$ cat config.mk
export PLATFORM = sky130hd
export DESIGN_NAME = echo_distance_kalman_filter_flat
export DESIGN_NICKNAME = d
export VERILOG_FILES = /design/src/rtl/core/edk_pkg.sv /design/src/rtl/core/edk_if.sv /design/src/rtl/core/edk_ctrl.sv /design/src/rtl/core/edk_datapath.sv /design/src/rtl/core/echo_distance_kalman_filter.sv /design/src/flat_wrapper.sv
export SDC_FILE = /design/constraint.sdc
export NUM_CORES = 2
export LEC_CHECK = 0
export BUFFER_PORTS_ARGS = -buffer_cell sky130_fd_sc_hd__buf_4
export CORE_MARGIN = 2
export CORE_UTILIZATION = 60
export DETAILED_ROUTE_END_ITERATION = 6
export PLACE_DENSITY_LB_ADDON = 0.3
export SYNTH_ARGS = -nofsm -noshare
export SYNTH_HDL_FRONTEND = slang
export SYNTH_SLANG_ARGS = --single-unit
$ cat constraint.sdc
create_clock -name clk -period 11.83 [get_ports clk]
set_clock_uncertainty 0.1 [all_clocks]
set_input_delay 2.366 -clock clk [delete_from_list [all_inputs] [get_ports clk]]
set_output_delay 2.366 -clock clk [all_outputs]
set_load 0.01 [all_outputs]
$ cat src/rtl/core/edk_pkg.sv
// Package with types, constants and helpers of the echo distance Kalman filter.
package edk_pkg;

	localparam int FRAC_BITS    = 16;
	localparam int PULSE_BITS   = 16;
	localparam int GAIN_BITS    = 16;
	localparam int GAIN_W       = GAIN_BITS + 1;
	localparam int NOISE_BITS   = 24;
	localparam int EST_BITS     = 28;
	localparam int COV_BITS     = 32;
	localparam int CFG_IDX_BITS = 8;

	localparam int RAW_RECIP_BITS = 32;
	localparam int RAW_PROD_BITS  = PULSE_BITS + RAW_RECIP_BITS;
	localparam int RAW_SHIFT      = 21;
	localparam int RAW_Q_BITS     = RAW_PROD_BITS - RAW_SHIFT;
	localparam int GAIN_STEPS   = GAIN_W;
	localparam int DQ_BITS      = GAIN_STEPS;
	localparam int REM_BITS     = COV_BITS + 1;
	localparam int CNT_BITS     = $clog2(GAIN_STEPS);
	localparam int DIFF_BITS    = EST_BITS + 1;
	localparam int PEST_BITS    = DIFF_BITS + GAIN_W + 1;
	localparam int PERR_BITS    = GAIN_W + COV_BITS;
	localparam int SUM_BITS     = 34;

	// (p << 16) / 58 equals (p * ceil(2^36 / 29)) >> 21 for every 16-bit p
	localparam logic [RAW_RECIP_BITS-1:0]  RAW_RECIP = 32'd2369637129;

	localparam logic signed [EST_BITS-1:0] EST_LO   = -28'sd65536;
	localparam logic signed [EST_BITS-1:0] EST_HI   = 28'sd134217727;
	localparam logic signed [EST_BITS-1:0] RAW_BIAS = 28'sd65536;
	localparam logic [GAIN_W-1:0]          GAIN_ONE = 17'd65536;

	localparam logic [NOISE_BITS-1:0]      PN_RESET = 24'd327680;
	localparam logic [NOISE_BITS-1:0]      MN_RESET = 24'd32768;
	localparam logic [NOISE_BITS-1:0]      IE_RESET = 24'd6554;
	localparam logic signed [EST_BITS-1:0] IS_RESET = 28'sd6553600;

	typedef enum logic [CFG_IDX_BITS-1:0] {
		REG_PROCESS_NOISE    = 8'd0,
		REG_MEASURE_NOISE    = 8'd1,
		REG_INITIAL_ERROR    = 8'd2,
		REG_INITIAL_ESTIMATE = 8'd3
	} edk_reg_t;

	typedef enum logic [2:0] {
		ST_IDLE,
		ST_GAIN_LOAD,
		ST_GAIN_DIV,
		ST_MUL_EST,
		ST_MUL_ERR,
		ST_COMMIT,
		ST_WRITE
	} edk_state_t;

	typedef struct packed {
		logic take_item;
		logic div_step;
		logic gain_load;
		logic mul_est;
		logic mul_err;
		logic commit;
		logic emit;
	} edk_cmd_t;

	typedef struct packed {
		logic echo_valid;
		logic out_busy;
	} edk_stat_t;

	function automatic logic signed [EST_BITS-1:0] clamp_est(input logic signed [SUM_BITS-1:0] v);
		logic signed [EST_BITS-1:0] r;
		if (v < SUM_BITS'(EST_LO))
			r = EST_LO;
		else if (v > SUM_BITS'(EST_HI))
			r = EST_HI;
		else
			r = v[EST_BITS-1:0];
		return r;
	endfunction

endpackage

$ cat src/rtl/core/edk_if.sv
// Valid/ready channel interfaces for items, results and register writes.
interface edk_item_if import edk_pkg::*; ();
	logic                  valid;
	logic                  ready;
	logic [PULSE_BITS-1:0] pulse_us;
	logic                  echo_valid;

	modport source (output valid, pulse_us, echo_valid, input ready);
	modport sink (input valid, pulse_us, echo_valid, output ready);
endinterface

interface edk_result_if import edk_pkg::*; ();
	logic                       valid;
	logic                       ready;
	logic signed [EST_BITS-1:0] filtered_distance;
	logic signed [EST_BITS-1:0] raw_distance;
	logic [GAIN_W-1:0]          gain;
	logic                       updated;

	modport source (output valid, filtered_distance, raw_distance, gain, updated, input ready);
	modport sink (input valid, filtered_distance, raw_distance, gain, updated, output ready);
endinterface

interface edk_cfg_if import edk_pkg::*; ();
	logic                    valid;
	logic                    ready;
	logic [CFG_IDX_BITS-1:0] index;
	logic [EST_BITS-1:0]     data;

	modport source (output valid, index, data, input ready);
	modport sink (input valid, index, data, output ready);
endinterface

$ cat src/rtl/core/edk_ctrl.sv
// Controller state machine sequencing division, multiplies and result write.
module edk_ctrl import edk_pkg::*; (
	input  logic      clk,
	input  logic      arst_n,
	input  logic      item_valid,
	output logic      item_ready,
	input  edk_stat_t stat,
	output edk_cmd_t  cmd
);

	edk_state_t          state_q, state_d;
	logic [CNT_BITS-1:0] cnt_q;
	logic                last_gain;

	assign last_gain = (cnt_q == CNT_BITS'(GAIN_STEPS - 1));

	always_ff @(posedge clk or negedge arst_n) begin
		if (!arst_n) begin
			state_q <= ST_IDLE;
			cnt_q   <= '0;
		end else begin
			state_q <= state_d;
			if (state_q == ST_GAIN_DIV)
				cnt_q <= cnt_q + 1'b1;
			else
				cnt_q <= '0;
		end
	end

	always_comb begin
		state_d = state_q;
		case (state_q)
			ST_IDLE: begin
				if (item_valid)
					state_d = stat.echo_valid ? ST_GAIN_LOAD : ST_WRITE;
			end
			ST_GAIN_LOAD: state_d = ST_GAIN_DIV;
			ST_GAIN_DIV: begin
				if (last_gain)
					state_d = ST_MUL_EST;
			end
			ST_MUL_EST: state_d = ST_MUL_ERR;
			ST_MUL_ERR: state_d = ST_COMMIT;
			ST_COMMIT:  state_d = ST_WRITE;
			ST_WRITE: begin
				if (!stat.out_busy)
					state_d = ST_IDLE;
			end
			default: state_d = ST_IDLE;
		endcase
	end

	always_comb begin
		cmd        = '0;
		item_ready = 1'b0;
		case (state_q)
			ST_IDLE: begin
				item_ready    = 1'b1;
				cmd.take_item = item_valid;
			end
			ST_GAIN_LOAD: cmd.gain_load = 1'b1;
			ST_GAIN_DIV:  cmd.div_step  = 1'b1;
			ST_MUL_EST:   cmd.mul_est   = 1'b1;
			ST_MUL_ERR:   cmd.mul_err   = 1'b1;
			ST_COMMIT:    cmd.commit    = 1'b1;
			ST_WRITE:     cmd.emit      = !stat.out_busy;
			default: cmd = '0;
		endcase
	end

endmodule

$ cat src/rtl/core/edk_datapath.sv
// Datapath: registers, serial divider, multipliers, filter state and result register.
module edk_datapath import edk_pkg::*; (
	input  logic                       clk,
	input  logic                       arst_n,
	input  edk_cmd_t                   cmd,
	output edk_stat_t                  stat,
	input  logic [PULSE_BITS-1:0]      pulse_us,
	input  logic                       echo_valid,
	input  logic                       cfg_we,
	input  logic [CFG_IDX_BITS-1:0]    cfg_index,
	input  logic [EST_BITS-1:0]        cfg_data,
	output logic                       res_valid,
	input  logic                       res_ready,
	output logic signed [EST_BITS-1:0] filtered_distance,
	output logic signed [EST_BITS-1:0] raw_distance,
	output logic [GAIN_W-1:0]          gain,
	output logic                       updated
);

	logic [NOISE_BITS-1:0]      pn_q, mn_q, ie_q;
	logic signed [EST_BITS-1:0] is_q;
	logic signed [EST_BITS-1:0] estimate_q;
	logic [COV_BITS-1:0]        error_cov_q;

	logic                       valid_q;
	logic [COV_BITS-1:0]        pred_q;
	logic [RAW_PROD_BITS-1:0]   raw_prod_q;
	logic signed [EST_BITS-1:0] raw_q;
	logic [GAIN_W-1:0]          gain_q;
	logic                       den_zero_q;
	logic [REM_BITS-1:0]        rem_q, div_d_q;
	logic [DQ_BITS-1:0]         dq_q;
	logic signed [PEST_BITS-1:0] prod_est_q;
	logic [PERR_BITS-1:0]       prod_err_q;

	logic                       out_valid_q;
	logic signed [EST_BITS-1:0] out_est_q, out_raw_q;
	logic [GAIN_W-1:0]          out_gain_q;
	logic                       out_upd_q;

	logic [REM_BITS:0]          rem_shift, rem_sub;
	logic                       rem_ge;
	logic [COV_BITS:0]          pred_sum;
	logic [COV_BITS-1:0]        pred_sat;
	logic [REM_BITS-1:0]        den;
	logic [GAIN_W-1:0]          gain_res;
	logic signed [DIFF_BITS-1:0] diff;
	logic signed [SUM_BITS-1:0]  est_sum;
	logic [NOISE_BITS-1:0]      ie_next;
	logic signed [EST_BITS-1:0] is_next;
	logic                       reload;

	assign pred_sum  = {1'b0, error_cov_q} + (COV_BITS + 1)'(pn_q);
	assign pred_sat  = pred_sum[COV_BITS] ? '1 : pred_sum[COV_BITS-1:0];
	assign den       = {1'b0, pred_q} + REM_BITS'(mn_q);
	assign rem_shift = {rem_q, dq_q[DQ_BITS-1]};
	assign rem_sub   = rem_shift - {1'b0, div_d_q};
	assign rem_ge    = (rem_shift >= {1'b0, div_d_q});
	assign gain_res  = den_zero_q ? '0 : dq_q[GAIN_W-1:0];
	assign diff      = DIFF_BITS'(raw_q) - DIFF_BITS'(estimate_q);
	assign est_sum   = SUM_BITS'(estimate_q) + SUM_BITS'(prod_est_q >>> GAIN_BITS);

	assign stat.echo_valid = echo_valid;
	assign stat.out_busy   = out_valid_q && !res_ready;

	always_comb begin
		ie_next = ie_q;
		is_next = is_q;
		reload  = 1'b0;
		if (cfg_we) begin
			case (cfg_index)
				REG_PROCESS_NOISE:    reload = 1'b1;
				REG_MEASURE_NOISE:    reload = 1'b1;
				REG_INITIAL_ERROR: begin
					reload  = 1'b1;
					ie_next = cfg_data[NOISE_BITS-1:0];
				end
				REG_INITIAL_ESTIMATE: begin
					reload  = 1'b1;
					is_next = $signed(cfg_data);
				end
				default: reload = 1'b0;
			endcase
		end
	end

	always_ff @(posedge clk or negedge arst_n) begin
		if (!arst_n) begin
			pn_q        <= PN_RESET;
			mn_q        <= MN_RESET;
			ie_q        <= IE_RESET;
			is_q        <= IS_RESET;
			estimate_q  <= clamp_est(SUM_BITS'(IS_RESET));
			error_cov_q <= COV_BITS'(IE_RESET);
			out_valid_q <= 1'b0;
		end else begin
			if (cfg_we && cfg_index == REG_PROCESS_NOISE)
				pn_q <= cfg_data[NOISE_BITS-1:0];
			if (cfg_we && cfg_index == REG_MEASURE_NOISE)
				mn_q <= cfg_data[NOISE_BITS-1:0];
			ie_q <= ie_next;
			is_q <= is_next;
			if (reload) begin
				estimate_q  <= clamp_est(SUM_BITS'(is_next));
				error_cov_q <= COV_BITS'(ie_next);
			end else if (cmd.commit) begin
				estimate_q  <= clamp_est(est_sum);
				error_cov_q <= prod_err_q[GAIN_BITS +: COV_BITS];
			end
			if (cmd.emit)
				out_valid_q <= 1'b1;
			else if (res_ready)
				out_valid_q <= 1'b0;
		end
	end

	always_ff @(posedge clk) begin
		if (cmd.take_item) begin
			valid_q    <= echo_valid;
			pred_q     <= pred_sat;
			raw_q      <= '0;
			gain_q     <= '0;
			raw_prod_q <= RAW_PROD_BITS'(pulse_us) * RAW_PROD_BITS'(RAW_RECIP);
		end else if (cmd.div_step) begin
			rem_q <= rem_ge ? rem_sub[REM_BITS-1:0] : rem_shift[REM_BITS-1:0];
			dq_q  <= {dq_q[DQ_BITS-2:0], rem_ge};
		end else if (cmd.gain_load) begin
			raw_q      <= $signed({1'b0, raw_prod_q[RAW_SHIFT +: RAW_Q_BITS]}) - RAW_BIAS;
			den_zero_q <= (den == '0);
			div_d_q    <= den;
			rem_q      <= REM_BITS'(pred_q[COV_BITS-1:1]);
			dq_q       <= {pred_q[0], (DQ_BITS - 1)'(0)};
		end
		if (cmd.mul_est) begin
			gain_q     <= gain_res;
			prod_est_q <= PEST_BITS'(diff) * $signed({1'b0, gain_res});
		end
		if (cmd.mul_err)
			prod_err_q <= PERR_BITS'(GAIN_ONE - gain_q) * PERR_BITS'(pred_q);
		if (cmd.emit) begin
			out_est_q  <= estimate_q;
			out_raw_q  <= raw_q;
			out_gain_q <= gain_q;
			out_upd_q  <= valid_q;
		end
	end

	assign res_valid         = out_valid_q;
	assign filtered_distance = out_est_q;
	assign raw_distance      = out_raw_q;
	assign gain              = out_gain_q;
	assign updated           = out_upd_q;

endmodule

$ cat src/rtl/core/echo_distance_kalman_filter.sv
// Top level of the scalar Kalman filter for ultrasonic echo distance.
//
// channel  direction  transaction
// item     sink       pulse_us, echo_valid
// result   source     filtered_distance, raw_distance, gain, updated
// cfg      sink       index, data (register write, always ready)
//
// An echo item passes from acceptance to result in these steps: the reciprocal multiply
// for pulse/58 at acceptance, the divider load, the serial gain division, then two
// multiplies, the state update and the result write. A timeout item goes straight
// to the result write. The next item is taken the cycle after the result is
// written; a result still waiting stalls only the next write.
// Reset is asynchronous, active low, and loads registers and filter state.
module echo_distance_kalman_filter import edk_pkg::*; (
	input  logic  clk,
	input  logic  arst_n,
	edk_item_if.sink     item,
	edk_result_if.source result,
	edk_cfg_if.sink      cfg
);

	edk_cmd_t  cmd;
	edk_stat_t stat;

	assign cfg.ready = 1'b1;

	edk_ctrl u_ctrl (
		.clk        (clk),
		.arst_n     (arst_n),
		.item_valid (item.valid),
		.item_ready (item.ready),
		.stat       (stat),
		.cmd        (cmd)
	);

	edk_datapath u_datapath (
		.clk               (clk),
		.arst_n            (arst_n),
		.cmd               (cmd),
		.stat              (stat),
		.pulse_us          (item.pulse_us),
		.echo_valid        (item.echo_valid),
		.cfg_we            (cfg.valid),
		.cfg_index         (cfg.index),
		.cfg_data          (cfg.data),
		.res_valid         (result.valid),
		.res_ready         (result.ready),
		.filtered_distance (result.filtered_distance),
		.raw_distance      (result.raw_distance),
		.gain              (result.gain),
		.updated           (result.updated)
	);

endmodule

$ cat src/flat_wrapper.sv
// flat-port wrapper written by rule: the top's interface ports become plain ports
module echo_distance_kalman_filter_flat import edk_pkg::*;
  (clk, arst_n, item_valid, item_pulse_us, item_echo_valid, item_ready, result_valid, result_filtered_distance, result_raw_distance, result_gain, result_updated, result_ready, cfg_valid, cfg_index, cfg_data, cfg_ready);
  edk_item_if item_i ();
  edk_result_if result_i ();
  edk_cfg_if cfg_i ();
  input  logic clk;
  input  logic arst_n;
  input wire logic [$bits(item_i.valid)-1:0] item_valid;
  input wire logic [$bits(item_i.pulse_us)-1:0] item_pulse_us;
  input wire logic [$bits(item_i.echo_valid)-1:0] item_echo_valid;
  output wire logic [$bits(item_i.ready)-1:0] item_ready;
  output wire logic [$bits(result_i.valid)-1:0] result_valid;
  output wire logic [$bits(result_i.filtered_distance)-1:0] result_filtered_distance;
  output wire logic [$bits(result_i.raw_distance)-1:0] result_raw_distance;
  output wire logic [$bits(result_i.gain)-1:0] result_gain;
  output wire logic [$bits(result_i.updated)-1:0] result_updated;
  input wire logic [$bits(result_i.ready)-1:0] result_ready;
  input wire logic [$bits(cfg_i.valid)-1:0] cfg_valid;
  input wire logic [$bits(cfg_i.index)-1:0] cfg_index;
  input wire logic [$bits(cfg_i.data)-1:0] cfg_data;
  output wire logic [$bits(cfg_i.ready)-1:0] cfg_ready;
  assign item_i.valid = item_valid;
  assign item_i.pulse_us = item_pulse_us;
  assign item_i.echo_valid = item_echo_valid;
  assign item_ready = item_i.ready;
  assign result_valid = result_i.valid;
  assign result_filtered_distance = result_i.filtered_distance;
  assign result_raw_distance = result_i.raw_distance;
  assign result_gain = result_i.gain;
  assign result_updated = result_i.updated;
  assign result_i.ready = result_ready;
  assign cfg_i.valid = cfg_valid;
  assign cfg_i.index = cfg_index;
  assign cfg_i.data = cfg_data;
  assign cfg_ready = cfg_i.ready;
  echo_distance_kalman_filter u_core (.clk(clk), .arst_n(arst_n), .item(item_i), .result(result_i), .cfg(cfg_i));
endmodule
==> impl_metrics.csv <==
group,metric,value,unit
floorplan,die_area,114000,um2
timing,final_max_slew_viol_count,9,
grt,gr-usage-all-layers,0.330,
cts,numClockSinks,495,
grt,overflow,0,
synth,netlist.area_leader.share,0.334,
flow_run,drv_cap,1,
synth,synth_flop_cell,"edfxtp_1",
floorplan,num_io_pins,135,
critical_path,arrival,10.27,ns
critical_path,start_kind,"flip-flop",
synth,yosysSeqAreaShare,0.206,
timing,max_freq,99.8,MHz
cts,cts_max_level,2,
cts,post_cts_buffers,0,
cts,ctsRootBufferMaster,"clkbuf_16",
critical_path,crit_buf_inv,5,
final_layout,layout_common_cells,"inv_1, fa_1, nand2_1",
cts,post_cts_resized,0,
final_layout,fin_nets,8689,
synth,ys_warn_count,0,
drt,ant_nets,0,
placed_design,routabilityCongestion,0.946,
timing,rsz0062_at_grt,"no",
placed_design,dp_hpwl,144000,um
grt,grt_pass1_wl,286000,um
synth,synth_cell_type_count,89,
synth,yosysTopAreaCell,"fa_1",
placed_design,port_buffers,133,
status,violations,"capacitance limit, slew limit",
worst_hold_path,min_path_type,"flip-flop to flip-flop",
synth,syn-num-nets,8663,
critical_path,critPathMaxFanout,10,
grt,grt_start_max_net_pins,104,
synth,ys_async_sr_fraction,0.341,
timing,relSlewSlack,-0.00214,
final_layout,drive_above_1_share,0.0741,
timing,fin_crit,10.02,ns
critical_path,cp_slowest_cell,"xnor2_1",
cts,cts_tree,"yes",
cts,cts_buffers,53,
final_layout,final_common_cell,"inv_1",
grt,grt_pass1_vias,50903,
timing,finalSetupViolCount,0,
cts,clk_pin_slew,0.06,ns
critical_path,crit_family,"compound AO/OA/AOI/OAI gates",
cts,holdBufCountCts,0,
drt,vias,48819,
synth,synth_seq_cells,495,
timing,tightest_slew,1.50,ns
status,outcome,"finished with violations",
critical_path,critPathKind,"flip-flop to flip-flop",
drt,first_pass_iters,5,
cts,insertion_delay,0.63,ns
synth,synth_edf_count,298,
critical_path,critPathCaptureType,"flip-flop",
drt,drc,0,
floorplan,die_w,338,um
floorplan,row_count,122,
drt,viasPerCell,5.75,
drt,drt_iter0_drc,3858,
cts,clock_path_buffers,3,
synth,syn_inst,6920,
drt,wl_per_cell,21.4,um
timing,hold_viol_final,0,
timing,fin_crit_sh,0.847,
grt,antenna_found_initial,9,
final_layout,syn2layout_area_growth,6.92,%
floorplan,core_area,111000,um2
final_layout,fillers,8924,
floorplan,die_h,338,um
drt,routed_wl,182000,um
synth,syn_area,66700,um2
synth,ys_top_cells_by_area,"fa_1, edfxtp_1, ha_1",
floorplan,start_util,0.604,
critical_path,crit_required,12.09,ns
timing,final.setup.tns,0,ns
critical_path,cp_slowest_stage_delay,0.76,ns
critical_path,cp_common_cell,"fa_1",
synth,postSynthAreaPerCell,9.65,um2
## cell type report
type	instances	area [um2]	area share
multi-input cells	4725	46800	0.656
clock inverters	34	260	0.00365
inverters	1432	5380	0.0753
clock buffers	66	1490	0.0209
diodes	4	10.0	0.000140
repair buffers	239	1800	0.0252
flip-flops and latches	495	13800	0.193
well taps	1488	1860	0.0261
## synthesized netlist by cell type, types with 86 or more instances
library cell,instances
and2_1,209
o21ai_0,107
dfrtp_1,146
ha_1,571
mux2_2,96
nand2_1,849
a21oi_1,207
fa_1,1114
xor2_1,86
nor2_1,475
inv_1,1431
clkbuf_1,253
a21o_1,101
xnor2_1,164
edfxtp_1,298
## state kept, by name, summed over array words and instances, names as in the netlist, 24 cells and up
name	flops
u_core.u_datapath.prod_err_q	32
u_core.u_datapath.raw_distance	28
u_core.u_datapath.filtered_distance	28
u_core.u_datapath.pn_q	24
u_core.u_datapath.prod_est_q	31
u_core.u_datapath.rem_q	33
u_core.u_datapath.error_cov_q	32
u_core.u_datapath.pred_q	32
u_core.u_datapath.raw_q	28
u_core.u_datapath.ie_q	24
u_core.u_datapath.mn_q	24
u_core.u_datapath.div_d_q	33
u_core.u_datapath.estimate_q	28
u_core.u_datapath.is_q	28
u_core.u_datapath.raw_prod_q	27
## metal layers
metal	GRT usage	vias to the layer above	wire length (um)
met5	0	-	24
met3	0.0588	422	15500
met1	0.437	24822	71700
met2	0.545	1992	87000
li1	-	21579	-
met4	0.122	4	7410
## path summary, 6_finish.rpt
| path | start | end | slack (ns) | cells after the start |
|---|---|---|---|---|
| min reg2reg | u_core.u_datapath.valid_q | u_core.u_datapath.updated | 0.32 | 0 |
| max in group asynchronous | arst_n | u_core.u_datapath.pn_q[3] | 8.35 | 2 |
| min | u_core.u_datapath.valid_q | u_core.u_datapath.updated | 0.32 | 0 |
| max | u_core.u_datapath.estimate_q[1] | u_core.u_datapath.prod_est_q[44] | 1.81 | 32 |
| max reg2reg | u_core.u_datapath.estimate_q[1] | u_core.u_datapath.prod_est_q[44] | 1.81 | 32 |
| min in group asynchronous | arst_n | u_core.u_datapath.error_cov_q[25] | 1.78 | 1 |
## cells by family after synthesis
kind of cell             count (synthesis)  synth area share
AND/OR/NAND/NOR                       1917             0.130
flip-flops                             495             0.206
other                                    1         0.0000562
AO/OA/AOI/OAI                          725            0.0703
XOR/XNOR                               250            0.0328
adder cells (fa/ha/maj)               1685             0.441
buffers and inverters                 1700            0.0958
multiplexers                           147            0.0238
## through the flow
stage	setup slack, ns	util	area (um2)	cells	hold WS (ns)
3_5_place_dp	1.94	0.630	69600	8379	0.305
2_1_floorplan	2.91	-	66700	6920	0.300
5_1_grt	1.18	0.646	71400	8483	0.338
3_3_place_gp	2.15	0.630	69600	8379	0.306
4_1_cts	1.90	0.646	71400	8479	0.319
6_report	1.81	0.646	71400	8483	0.319
Power is left out: the tool's default activity adds up to more than one toggle a clock period on the data nets, which glitch-free logic cannot reach.
